**config.mk**
```make
export PLATFORM = sky130hd
export DESIGN_NAME = lgcp_mod_unit
export DESIGN_NICKNAME = d
export VERILOG_FILES = /design/src/rtl/core/lgcp_pkg.sv /design/src/rtl/core/lgcp_mod_unit.sv
export SDC_FILE = /design/constraint.sdc
export NUM_CORES = 1
export LEC_CHECK = 0
export BUFFER_PORTS_ARGS = -buffer_cell sky130_fd_sc_hd__buf_2
export CAP_MARGIN = 20
export CELL_PAD_IN_SITES_DETAIL_PLACEMENT = 2
export CELL_PAD_IN_SITES_GLOBAL_PLACEMENT = 2
export CORE_AREA = 2 2 97 80
export CTS_CLUSTER_SIZE = 10
export DETAILED_ROUTE_END_ITERATION = 12
export DIE_AREA = 0 0 99 82
export PLACE_DENSITY_LB_ADDON = 0.08
export SLEW_MARGIN = 5
export SYNTH_ARGS = -nofsm -noshare
export SYNTH_HDL_FRONTEND = slang
export SYNTH_SLANG_ARGS = --single-unit
```
**constraint.sdc**
```tcl
create_clock -name clk -period 2.7 [get_ports clk]
set_clock_uncertainty 0.15 [all_clocks]
set_input_delay 0.135 -clock clk [delete_from_list [all_inputs] [get_ports clk]]
set_output_delay 0.135 -clock clk [all_outputs]
set_load 0.005 [all_outputs]
```
**src/rtl/core/lgcp_pkg.sv**
```systemverilog
// Shared constants and types for the largest-gap channel picker.
package lgcp_pkg;

  localparam int NUM_CHANNELS = 8192;
  localparam int CHAN_W       = $clog2(NUM_CHANNELS);
  localparam int WORD_W       = 32;
  localparam int BIT_W        = $clog2(WORD_W);
  localparam int MAP_WORDS    = NUM_CHANNELS / WORD_W;
  localparam int ADDR_W       = $clog2(MAP_WORDS);
  localparam int RND_W        = 16;
  localparam int HALF_W       = CHAN_W - 1;
  localparam int GAP_WIDE_LIMIT = 4;
  localparam int GAP_MIN_LIMIT  = 1;

  localparam logic [1:0] CMD_RESTART  = 2'd0;
  localparam logic [1:0] CMD_RECENTRE = 2'd1;
  localparam logic [1:0] CMD_BISECT   = 2'd2;

  typedef struct packed {
    logic              wr_en;
    logic              clear;
    logic [ADDR_W-1:0] addr;
    logic [WORD_W-1:0] wdata;
  } ram_req_t;

endpackage

```
**src/rtl/core/lgcp_mod_unit.sv**
```systemverilog
// Restoring remainder unit, one dividend bit per cycle.
module lgcp_mod_unit
  import lgcp_pkg::*;
(
  input  logic              clk,
  input  logic              rst,
  input  logic              start,
  input  logic [RND_W-1:0]  dividend,
  input  logic [HALF_W-1:0] divisor,
  output logic              done,
  output logic [HALF_W-1:0] rem
);

  localparam int CNT_W = $clog2(RND_W + 1);

  logic [RND_W-1:0]  dvd;
  logic [HALF_W-1:0] dvs;
  logic [CNT_W-1:0]  count;
  logic              busy;
  logic [HALF_W:0]   r_shift;
  logic [HALF_W:0]   r_sub;

  always_comb begin
    r_shift = {rem, dvd[RND_W-1]};
    r_sub   = r_shift - {1'b0, dvs};
  end

  always_ff @(posedge clk) begin
    if (rst) begin
      busy  <= 1'b0;
      done  <= 1'b0;
      count <= '0;
    end else begin
      done <= 1'b0;
      if (start) begin
        busy  <= 1'b1;
        count <= CNT_W'(RND_W);
        dvd   <= dividend;
        dvs   <= divisor;
        rem   <= '0;
      end else if (busy) begin
        dvd <= {dvd[RND_W-2:0], 1'b0};
        if (r_shift >= {1'b0, dvs}) begin
          rem <= r_sub[HALF_W-1:0];
        end else begin
          rem <= r_shift[HALF_W-1:0];
        end
        count <= count - CNT_W'(1);
        if (count == CNT_W'(1)) begin
          busy <= 1'b0;
          done <= 1'b1;
        end
      end
    end
  end

endmodule

```
==> results.yml, run 1 <==
status:
  outcome: "finished with violations"
  violations: "negative hold slack"
synth:
  synth_cells: 218
  syn_avg_cell_area_um2: 11.90
  syn-cell-area_mm2: 0.002594
  synth_common_cells: "40 x edfxtp_1, 16 x inv_1, 15 x a21oi_1, 15 x mux2_2, 14 x ha_1"
  yosys-top-cells-area: "edfxtp_1 46%, ha_1 6.8%, mux2_2 6.5%"
  synth_cell_types: 47
  syn_nets: 264
  ys.flop_type: "edfxtp_1"
  async_flop_share_pct: 0
  synth.most_common_cell: "edfxtp_1"
  yosysTopAreaCell: "edfxtp_1"
  synth_edf_count: 40
  yosysWarningCount: 0
  seq_area_frac_synth_pct: 51.71
  synth_top_area_share_pct: 46.31
  yosys_register_bits: 47
critical_path:
  critPathCaptureType: "flip-flop"
  crit_type: "flip-flop to flip-flop"
  required_ns: 2.67
  critPathLaunchType: "flip-flop"
  worstPathArrival_ns: 2.57
  timing.rr.start: "rem[0]"
  cp_max_fo: 4
  reg2reg_setup_slack_ns: 0.10
  worst-r2r-cell-count: 7
  reg2reg_to: "rem[11]"
route:
  vias_per_cell: 5.419
  drc: 0
  wl_per_cell_um: 20.30
  vias: 2097
  drt_iter0_drc: 92
  wl_um: 7857
  drtPass1Iterations: 4
  ant_nets: 0
place:
  gp_congestion: 0.8056
  post-dp-hpwl_um: 5391
  place_inst: 353
  port_buffers: 43
grt:
  grt_pass1_wl_um: 12140
  grt_pass1_vias: 2196
  antenna_found_initial: 0
  grt_overflow_total: 0
  globalRouteTotalUtil_pct: 19.87
  grt_max_degree: 24
sta:
  worstMarginPinSlew_ns: 0.4829
  slew_viol_final: 0
  setup_viol: 0
  hold_viol: 1
  post-route-period-util_pct: 96.16
  slew_headroom_pct: 67.47
  fin_crit_ns: 2.596
  fmax_mhz: 385.2
  timing.hold.ws_ns: -0.001676
final_layout:
  diodes: 0
  final_core_util_pct: 46.95
  syn2layout_area_growth_pct: 30.00
  final_cells: 387
  drive_gt1_share_pct: 32.32
  num-nets-final: 342
clock_tree:
  cts_sinks: 47
  cts_tree: "done"
  clkTransAtPathRegs_ns: 0.09
  htreeDepth: 2
  numCtsBuffers: 5
  root_buffer: "clkbuf_8"
  insertion_delay_ns: 0.30
  clk_path_buf_depth: 2
pwr:
  p_per_area_mw_per_mm2: 583.5
  total_power_uw: 1967
  vdd_drop_max_uv: 197.6
  leakagePower_uw: 0.001348
floorplan:
  die_h_um: 82
  row_count: 28
  coreArea_mm2: 0.007182
  start_util_pct: 36.11
  die_w_um: 99
  fp.dieArea_mm2: 0.008118
  io_pins: 44
hold_path:
  min_to: "dvd[3]"
  worstHoldStart: "dividend[3]"
  min_path_type: "primary input to flip-flop"
  hold_depth: 2
job:
  cap_violations: 0
==> how the worst max path moves through the flow <==
stage / startpoint / endpoint / cells past startpoint
after global placement: rem[9] / rem[8] / 6
final: rem[0] / rem[11] / 7
after CTS: rem[9] / rem[8] / 6
after global routing: rem[0] / rem[11] / 7
after floorplan: rem[9] / rem[3] / 7
after detailed placement: rem[9] / rem[8] / 6
==> logic make-up (layout without fill, tap and decap cells) <==
kind of cell	Yosys count	in the layout	share of synthesized area (%)
adders and majority gates	15	15	7.525
xor gates and xnor gates	10	10	3.377
DFF	47	47	51.71
muxes	15	15	6.512
buffers and inverters	24	103	3.907
AOI/OAI and AO/OA	55	55	15.58
and+or+nand+nor	52	52	11.39
==> registers in the layout (all words and copies together) (netlist names) <==
signal,flops
dvs,12
busy,1
done,1
rem,12
dvd,16
count,5
==> cell type report <==
class                   count  area [um^2]
clock buffers               8        122.6
repair buffers             79        543.0
fillers                   737         3810
well taps                  90        112.6
multi-input cells         147         1192
flip-flops and latches     47         1341
inverters                  16        60.06
==> timing repair <==
| action | CTS | global route |
|---|---|---|
| resized for setup | 0 | 9 |
| hold buffers | 23 | 0 |
| setup endpoints to repair | 0 | 9 |
| endpoints found under the hold margin | 27 | 0 |
| setup buffers | 0 | 3 |
==> placed cells by master (no fill, tap or decap), types with 2 or more instances in the layout <==
master and count:
clkbuf_16 2, mux2_2 15, edfxtp_1 40, and2_1 3, a21o_1 5, a21oi_1 15, nor2b_1 2, o32ai_1 2
clkbuf_8 5, xnor2_1 8, inv_1 16, o21ai_0 5, nor4_1 6, nor2_1 6, ha_2 2, dlygate4sd3_1 23
nand3_1 4, nor3_1 5, nand4_1 7, xor2_1 2, nor4b_1 2, nand2_1 7, ha_1 12, a211oi_1 4
or2_2 2, o31ai_1 3, a211o_1 2, and3_1 3, dfxtp_1 7, o21a_1 3, buf_4 13, a31oi_1 2
buf_2 43
==> power by group <==
group	total (uW)	switching (uW)	internal (uW)
Clock	553	257	296
Sequential	891	34.0	857
Combinational	523	281	242
==> critical path: stages (launching register included) <==
cell and delay [ns]:
edfxtp_1 0.49, ha_1 0.34, nor2b_1 0.19, o31ai_4 0.34, buf_4 0.19, a311oi_2 0.13, o31a_1 0.31, o32ai_1 0.27
==> through the flow <==
stage               setup slack (ns)  hold WS (ns)  area (um^2)   TNS, ns
global route               -0.007967      0.002292         3372  -0.01628
global placement             0.04040        0.1610         2958         0
floorplan                     0.2949       0.08387         2594         0
CTS                         0.001170     0.0001228         3311         0
finish                        0.1036     -0.001676         3372         0
detailed placement           0.03047        0.1637         2958         0
==> per-layer routing <==
layer,vias to the layer above,share of wire [%],GRT usage [%]
met2,39,48,34.59
li1,992,-,-
met4,0,0.92,3.973
met3,7,3.1,3.234
met1,1059,48,26.47
met5,-,0,0
No activity file was read; power rests on OpenSTA's default activity.
==> run 2: changes to the inputs <==
--- a/config.mk
+++ b/config.mk
@@ -9,10 +9,10 @@
 export CAP_MARGIN = 20
 export CELL_PAD_IN_SITES_DETAIL_PLACEMENT = 2
 export CELL_PAD_IN_SITES_GLOBAL_PLACEMENT = 2
-export CORE_AREA = 2 2 97 80
+export CORE_AREA = 2 2 94 78
 export CTS_CLUSTER_SIZE = 10
 export DETAILED_ROUTE_END_ITERATION = 12
-export DIE_AREA = 0 0 99 82
+export DIE_AREA = 0 0 96 80
 export PLACE_DENSITY_LB_ADDON = 0.08
 export SLEW_MARGIN = 5
 export SYNTH_ARGS = -nofsm -noshare
==> constraint.sdc (replaced) <==
create_clock -name clk -period 3.3 [get_ports clk]
set_clock_uncertainty 0.15 [all_clocks]
set_input_delay 0.165 -clock clk [delete_from_list [all_inputs] [get_ports clk]]
set_output_delay 0.165 -clock clk [all_outputs]
set_load 0.005 [all_outputs]
==> run 2 against run 1 <==
  * The flow now finishes without violations
  * Critical endpoint unchanged
  * Sequential power decreased by 18%
  * Clock power decreased by 22%
  * Combinational power down 26%
  * Design area down 6.7%
  * First-iteration DRC count decreased by 6.5%
  * Non-clock buffer count is 20 lower
  * Sequential cell count is the same
  * Global-route usage rose by 1.0 points
  * Via count fell by 2.9%
  * Maximum frequency shrank 6.9%
==> results.yml, run 2 (same netlist as run 1, synthesis figures left out) <==
status:
  outcome: "completed"
floorplan:
  coreArea_mm2: 0.006723
  die_w_um: 96
  row_count: 27
  fp.dieArea_mm2: 0.007680
  die_h_um: 80
  io_pins: 44
  start_util_pct: 38.58
place:
  gp_congestion: 0.8320
  post-dp-hpwl_um: 5350
  port_buffers: 43
  placed_area_mm2: 0.002894
  place_ws_ns: 0.5670
sta:
  timing.hold.ws_ns: 0.01741
  rsz0062_at_grt: "no"
  setup_viol: 0
  fmax_mhz: 358.4
  worstMarginPinSlew_ns: 0.7040
  post-route-period-util_pct: 84.55
  fin_crit_ns: 2.790
  hold_viol: 0
  slew_headroom_pct: 53.07
  fin_setup_tns_ns: 0
  setup_ws_ns: 0.5100
  slew_viol_final: 0
final_layout:
  drive_gt1_share_pct: 28.16
  multi_input_area_mm2: 0.001154
  reg_top3: "dvd: 16 flops, dvs: 12 flops, rem: 12 flops"
  final_core_util_pct: 46.81
  top_register: "dvd"
  final_common_cell: "buf_2"
  regArea_mm2: 0.001341
  fillerInstances: 703
  final_cell_mix: "43 x buf_2, 40 x edfxtp_1, 16 x inv_1"
  design_area_mm2: 0.003147
  num-nets-final: 322
  largest_reg_flops: 16
  syn2layout_area_growth_pct: 21.32
  diodes: 0
pwr:
  p_comb_share_pct: 24.9
  p_switching_uw: 448.8
  leakagePower_uw: 0.001254
  p_per_area_mw_per_mm2: 491.1
  p_sw_share_pct: 29.04
  p_int_uw: 1097
  pwr-share-seq_pct: 47.3
  clockPowerShare_pct: 27.8
  vdd_drop_max_uv: 217.4
clock_tree:
  root_buffer: "clkbuf_8"
  numCtsBuffers: 5
  htreeDepth: 2
  clkTransAtPathRegs_ns: 0.10
  cts-resized-gates: 0
  insertion_delay_ns: 0.30
  cts_sinks: 47
  clk_path_buf_depth: 2
  cts_tree: "done"
grt:
  globalRouteTotalUtil_pct: 20.89
  grt_overflow_total: 0
  antenna_found_initial: 0
  grt_pass1_wl_um: 11870
  grt_pass1_vias: 2189
  grt_max_degree: 33
critical_path:
  crit_type: "flip-flop to flip-flop"
  worstPathArrival_ns: 2.75
  crit_path_top_delay_cell: "and2_1"
  critPathLaunchType: "flip-flop"
  critPathCaptureType: "flip-flop"
  worst-r2r-cell-count: 6
  cp_max_fo: 10
  reg2reg_setup_slack_ns: 0.51
  required_ns: 3.26
  critPathMaxStageDelay_ns: 0.58
  crit_chain: "ha_1 -> a21oi_1 -> o21ai_0 -> and2_1 -> o31ai_1 -> o32ai_1"
route:
  wl_um: 7513
  drtPass1Iterations: 6
  drc: 0
  vias: 2036
  ant_nets: 0
  wl_per_cell_um: 20.64
  vias_per_cell: 5.593
  drt_iter0_drc: 86
hold_path:
  hold_depth: 2
  min_path_type: "primary input to flip-flop"
job:
  cap_violations: 0
==> run 2: cell types whose count changed in the layout (fill, tap and decap cells not counted), sizes merged <==
cell	before	now
clkbuf	8	5
clkinv	0	2
buf	56	45
bufinv	0	1
dlygate4sd3	23	14
==> run 2: repair_timing <==
item | 4_1_cts | 5_1_grt
buffers inserted | 0 | 0
hold endpoints to repair | 14 | 0
hold buffers | 14 | 0
==> run 2: layout make-up <==
| cell class | count | area share, % |
|---|---|---|
| Clock buffer | 5 | 2.187 |
| Timing Repair Buffer | 59 | 11.77 |
| Clock inverter | 3 | 1.392 |
| Inverter | 16 | 1.909 |
| Tap cell | 87 | 3.459 |
| Multi-Input combinational cell | 147 | 36.66 |
| Sequential cell | 47 | 42.62 |
==> run 2: layer usage <==
layer  vias up  share of wire, %  wire length, um  global-route usage, %
met2        45                51             3836                  35.90
met3         8               3.2              237                  3.683
met1      1026                44             3334                  26.91
li1        957                 -                -                      -
met4         0               1.4              104                  5.571
met5         -                 0                0                      0
==> run 2: worst paths after layout <==
path,startpoint,endpoint
setup / recovery,rem[5],rem[11]
hold / removal,dividend[4],dvd[4]
setup reg to reg,rem[5],rem[11]
hold reg to reg,count[1],count[1]
==> run 2: worst max-delay path, delay by kind of cell (launching register included) <==
family,cells,cell delay (ns)
fa+ha+maj,1,0.46
simple gates,1,0.58
compound gates,4,0.98
flops,1,0.46
==> run 2: power groups by stage <==
stage	logic (uW)	clock network (uW)	registers (uW)
after floorplan	257	0	735
after global placement	355	0	741
after detailed placement	367	0	744
after CTS	387	442	731
after global routing	426	462	736
final	385	430	731
==> run 2: through the flow <==
stage / power [uW] / instances
floorplan: 991.9 / 218
global placement: 1096 / 342
detailed placement: 1111 / 342
CTS: 1560 / 364
global route: 1625 / 364
finish: 1545 / 364
==> run 3: changes to the inputs <==
--- a/config.mk
+++ b/config.mk
@@ -5,14 +5,15 @@
 export SDC_FILE = /design/constraint.sdc
 export NUM_CORES = 1
 export LEC_CHECK = 0
+export ABC_AREA = 1
 export BUFFER_PORTS_ARGS = -buffer_cell sky130_fd_sc_hd__buf_2
 export CAP_MARGIN = 20
 export CELL_PAD_IN_SITES_DETAIL_PLACEMENT = 2
 export CELL_PAD_IN_SITES_GLOBAL_PLACEMENT = 2
-export CORE_AREA = 2 2 94 78
+export CORE_AREA = 2 2 112 92
 export CTS_CLUSTER_SIZE = 10
 export DETAILED_ROUTE_END_ITERATION = 12
-export DIE_AREA = 0 0 96 80
+export DIE_AREA = 0 0 114 94
 export PLACE_DENSITY_LB_ADDON = 0.08
 export SLEW_MARGIN = 5
 export SYNTH_ARGS = -nofsm -noshare
==> constraint.sdc (replaced) <==
create_clock -name clk -period 2.3 [get_ports clk]
set_clock_uncertainty 0.15 [all_clocks]
set_input_delay 0.115 -clock clk [delete_from_list [all_inputs] [get_ports clk]]
set_output_delay 0.115 -clock clk [all_outputs]
set_load 0.005 [all_outputs]
==> run 3 against run 2 <==
  * Clock-buffer cell count increased by 1
  * First-iteration DRC count decreased by 52%
  * Worst setup slack got worse by 0.41 ns
  * Global-route usage decreased by 4.3 points
  * Power increased by 61%
  * Die area increased by 40%
  * Largest cell class unchanged
==> results.yml, run 3 <==
synth:
  synth_common_cells: "124 x nand2_1, 47 x inv_1, 40 x edfxtp_1"
  yosysTopAreaCell: "edfxtp_1"
  ys.flop_type: "edfxtp_1"
  seq_area_frac_synth_pct: 47.37
  syn_avg_cell_area_um2: 8.328
  syn-cell-area_mm2: 0.002831
  synth_top_area_share_pct: 42.42
  synth_cells: 340
  synth_edf_count: 40
  yosys-top-cells-area: "edfxtp_1 42%, nand2_1 16%, inv_1 6.2%"
  yosysWarningCount: 0
  syn_nets: 386
  synth.most_common_cell: "nand2_1"
  yosys_register_bits: 47
  synth_cell_types: 32
  async_flop_share_pct: 0
floorplan:
  io_pins: 44
  die_w_um: 114
  fp.dieArea_mm2: 0.01072
  start_util_pct: 29.71
  row_count: 32
  die_h_um: 94
  coreArea_mm2: 0.009529
route:
  drt_iter0_drc: 41
  wl_um: 8295
  drtPass1Iterations: 4
  ant_nets: 0
  vias: 2515
  wl_per_cell_um: 14.97
  vias_per_cell: 4.540
  drc: 0
clock_tree:
  numCtsBuffers: 5
  insertion_delay_ns: 0.29
  cts_sinks: 47
  htreeDepth: 2
  root_buffer: "clkbuf_16"
  cts_tree: "done"
  clkTransAtPathRegs_ns: 0.07
  clk_path_buf_depth: 2
sta:
  hold_viol: 0
  worstMarginPinSlew_ns: 0.3479
  fmax_mhz: 454.8
  fin_crit_ns: 2.199
  setup_ws_ns: 0.1013
  slew_headroom_pct: 76.81
  slew_viol_final: 0
  setup_viol: 0
  post-route-period-util_pct: 95.60
job:
  cap_violations: 0
final_layout:
  diodes: 0
  design_area_mm2: 0.003822
  syn2layout_area_growth_pct: 35.00
  top_register: "dvd"
  reg_top3: "dvd: 16 flops, dvs: 12 flops, rem: 12 flops"
  drive_gt1_share_pct: 26.44
  largest_reg_flops: 16
  final_common_cell: "nand2_1"
  final_cells: 554
  final_cell_mix: "124 x nand2_1, 46 x inv_1, 43 x buf_2"
  num-nets-final: 480
grt:
  antenna_found_initial: 0
  grt_overflow_total: 0
  grt_pass1_vias: 2731
  grt_pass1_wl_um: 13650
  globalRouteTotalUtil_pct: 16.61
  grt_max_degree: 23
place:
  post-dp-hpwl_um: 6265
  placed_area_mm2: 0.003309
  place_inst: 515
  port_buffers: 43
  gp_congestion: 0.7983
  place_ws_ns: 0.07638
pwr:
  leakagePower_uw: 0.001846
  p_per_area_mw_per_mm2: 652.8
  total_power_uw: 2495
  vdd_drop_max_uv: 239.1
critical_path:
  worstPathArrival_ns: 2.09
  crit_chain: "ha_1 -> nand2_2 -> inv_2 -> nand2_2 -> nand2_2 -> a21oi_4 -> nand3_4 -> buf_12 -> nor2_1 -> nor2_2"
  crit_path_top_delay_cell: "edfxtp_1"
  cp_common_cell: "nand2_2"
  crit_type: "flip-flop to flip-flop"
  critPathMaxStageDelay_ns: 0.40
  critPathCaptureType: "flip-flop"
  path_delay_family: "simple AND/OR/NAND/NOR gates"
  cp_max_fo: 14
  required_ns: 2.19
  path_buf_inv: 2
  critPathLaunchType: "flip-flop"
hold_path:
  min_path_type: "primary input to flip-flop"
status:
  outcome: "completed"
[run 3: area by class of cell]
class	instances	area [um^2]
Fill cell	1104	5707
Sequential cell	47	1341
Multi-Input combinational cell	236	1325
Timing Repair Buffer	93	675.6
Inverter	51	191.4
Tap cell	119	148.9
Clock buffer	6	128.9
Clock inverter	2	11.26
[run 3: cell families (layout without fill, tap and decap cells)]
family                     count (synthesis)  in the layout  synth area share, %
and+or+nand+nor                          207            207                33.63
buffers and inverters                     57            152                8.352
DFF                                       47             47                47.37
xor gates and xnor gates                   5              5                1.547
AOI/OAI and AO/OA                          9              9                2.210
adders and majority gates                 15             15                6.894
[run 3: worst register-to-register path, delay by kind of cell (launching register included)]
family                     cells  cell delay, ns
AOI/OAI and AO/OA              1            0.16
adders and majority gates      1            0.37
buffers and inverters          2            0.23
DFF                            1            0.40
and+or+nand+nor                6            0.64
[run 3: final timing paths]
kind	from	end	slack (ns)	depth (start not counted)
min reg2reg	count[4]	count[4]	0.33	2
max	rem[6]	rem[4]	0.10	10
max reg2reg	rem[6]	rem[4]	0.10	10
min	start	busy	0.16	2
[run 3: report_power, final]
| group | total [uW] | switching [uW] | leakage [uW] | internal [uW] |
|---|---|---|---|---|
| clock | 729 | 326 | 0.0000712 | 403 |
| combinational | 725 | 413 | 0.00133 | 312 |
| sequential | 1040 | 36.4 | 0.000441 | 1010 |
| total | 2500 | 775 | 0.00185 | 1720 |
[run 3: what timing repair did]
action / in CTS / in global routing
gates resized for setup: 1 / 12
setup endpoints to repair: 1 / 11
pin swaps: 0 / 1
setup buffers: 0 / 2
hold buffers: 29 / 0
endpoints found under the hold margin: 29 / 0
[run 3: per-layer routing]
layer / track usage (%) / vias up / wire length (um)
li1: - / 1255 / -
met1: 21.22 / 1223 / 3920
met2: 28.57 / 29 / 4044
met3: 3.226 / 8 / 211
met4: 4.776 / 0 / 119
met5: 0 / - / 0
[run 3: metrics by stage]
step	setup TNS [ns]	utilization, %	hold WS [ns]
2_1_floorplan	0	-	0.03441
3_3_place_gp	0	34.73	0.1419
3_5_place_dp	0	34.73	0.1434
4_1_cts	0	39.27	0.1712
5_1_grt	-0.003442	40.11	0.1806
6_report	0	40.11	0.1618
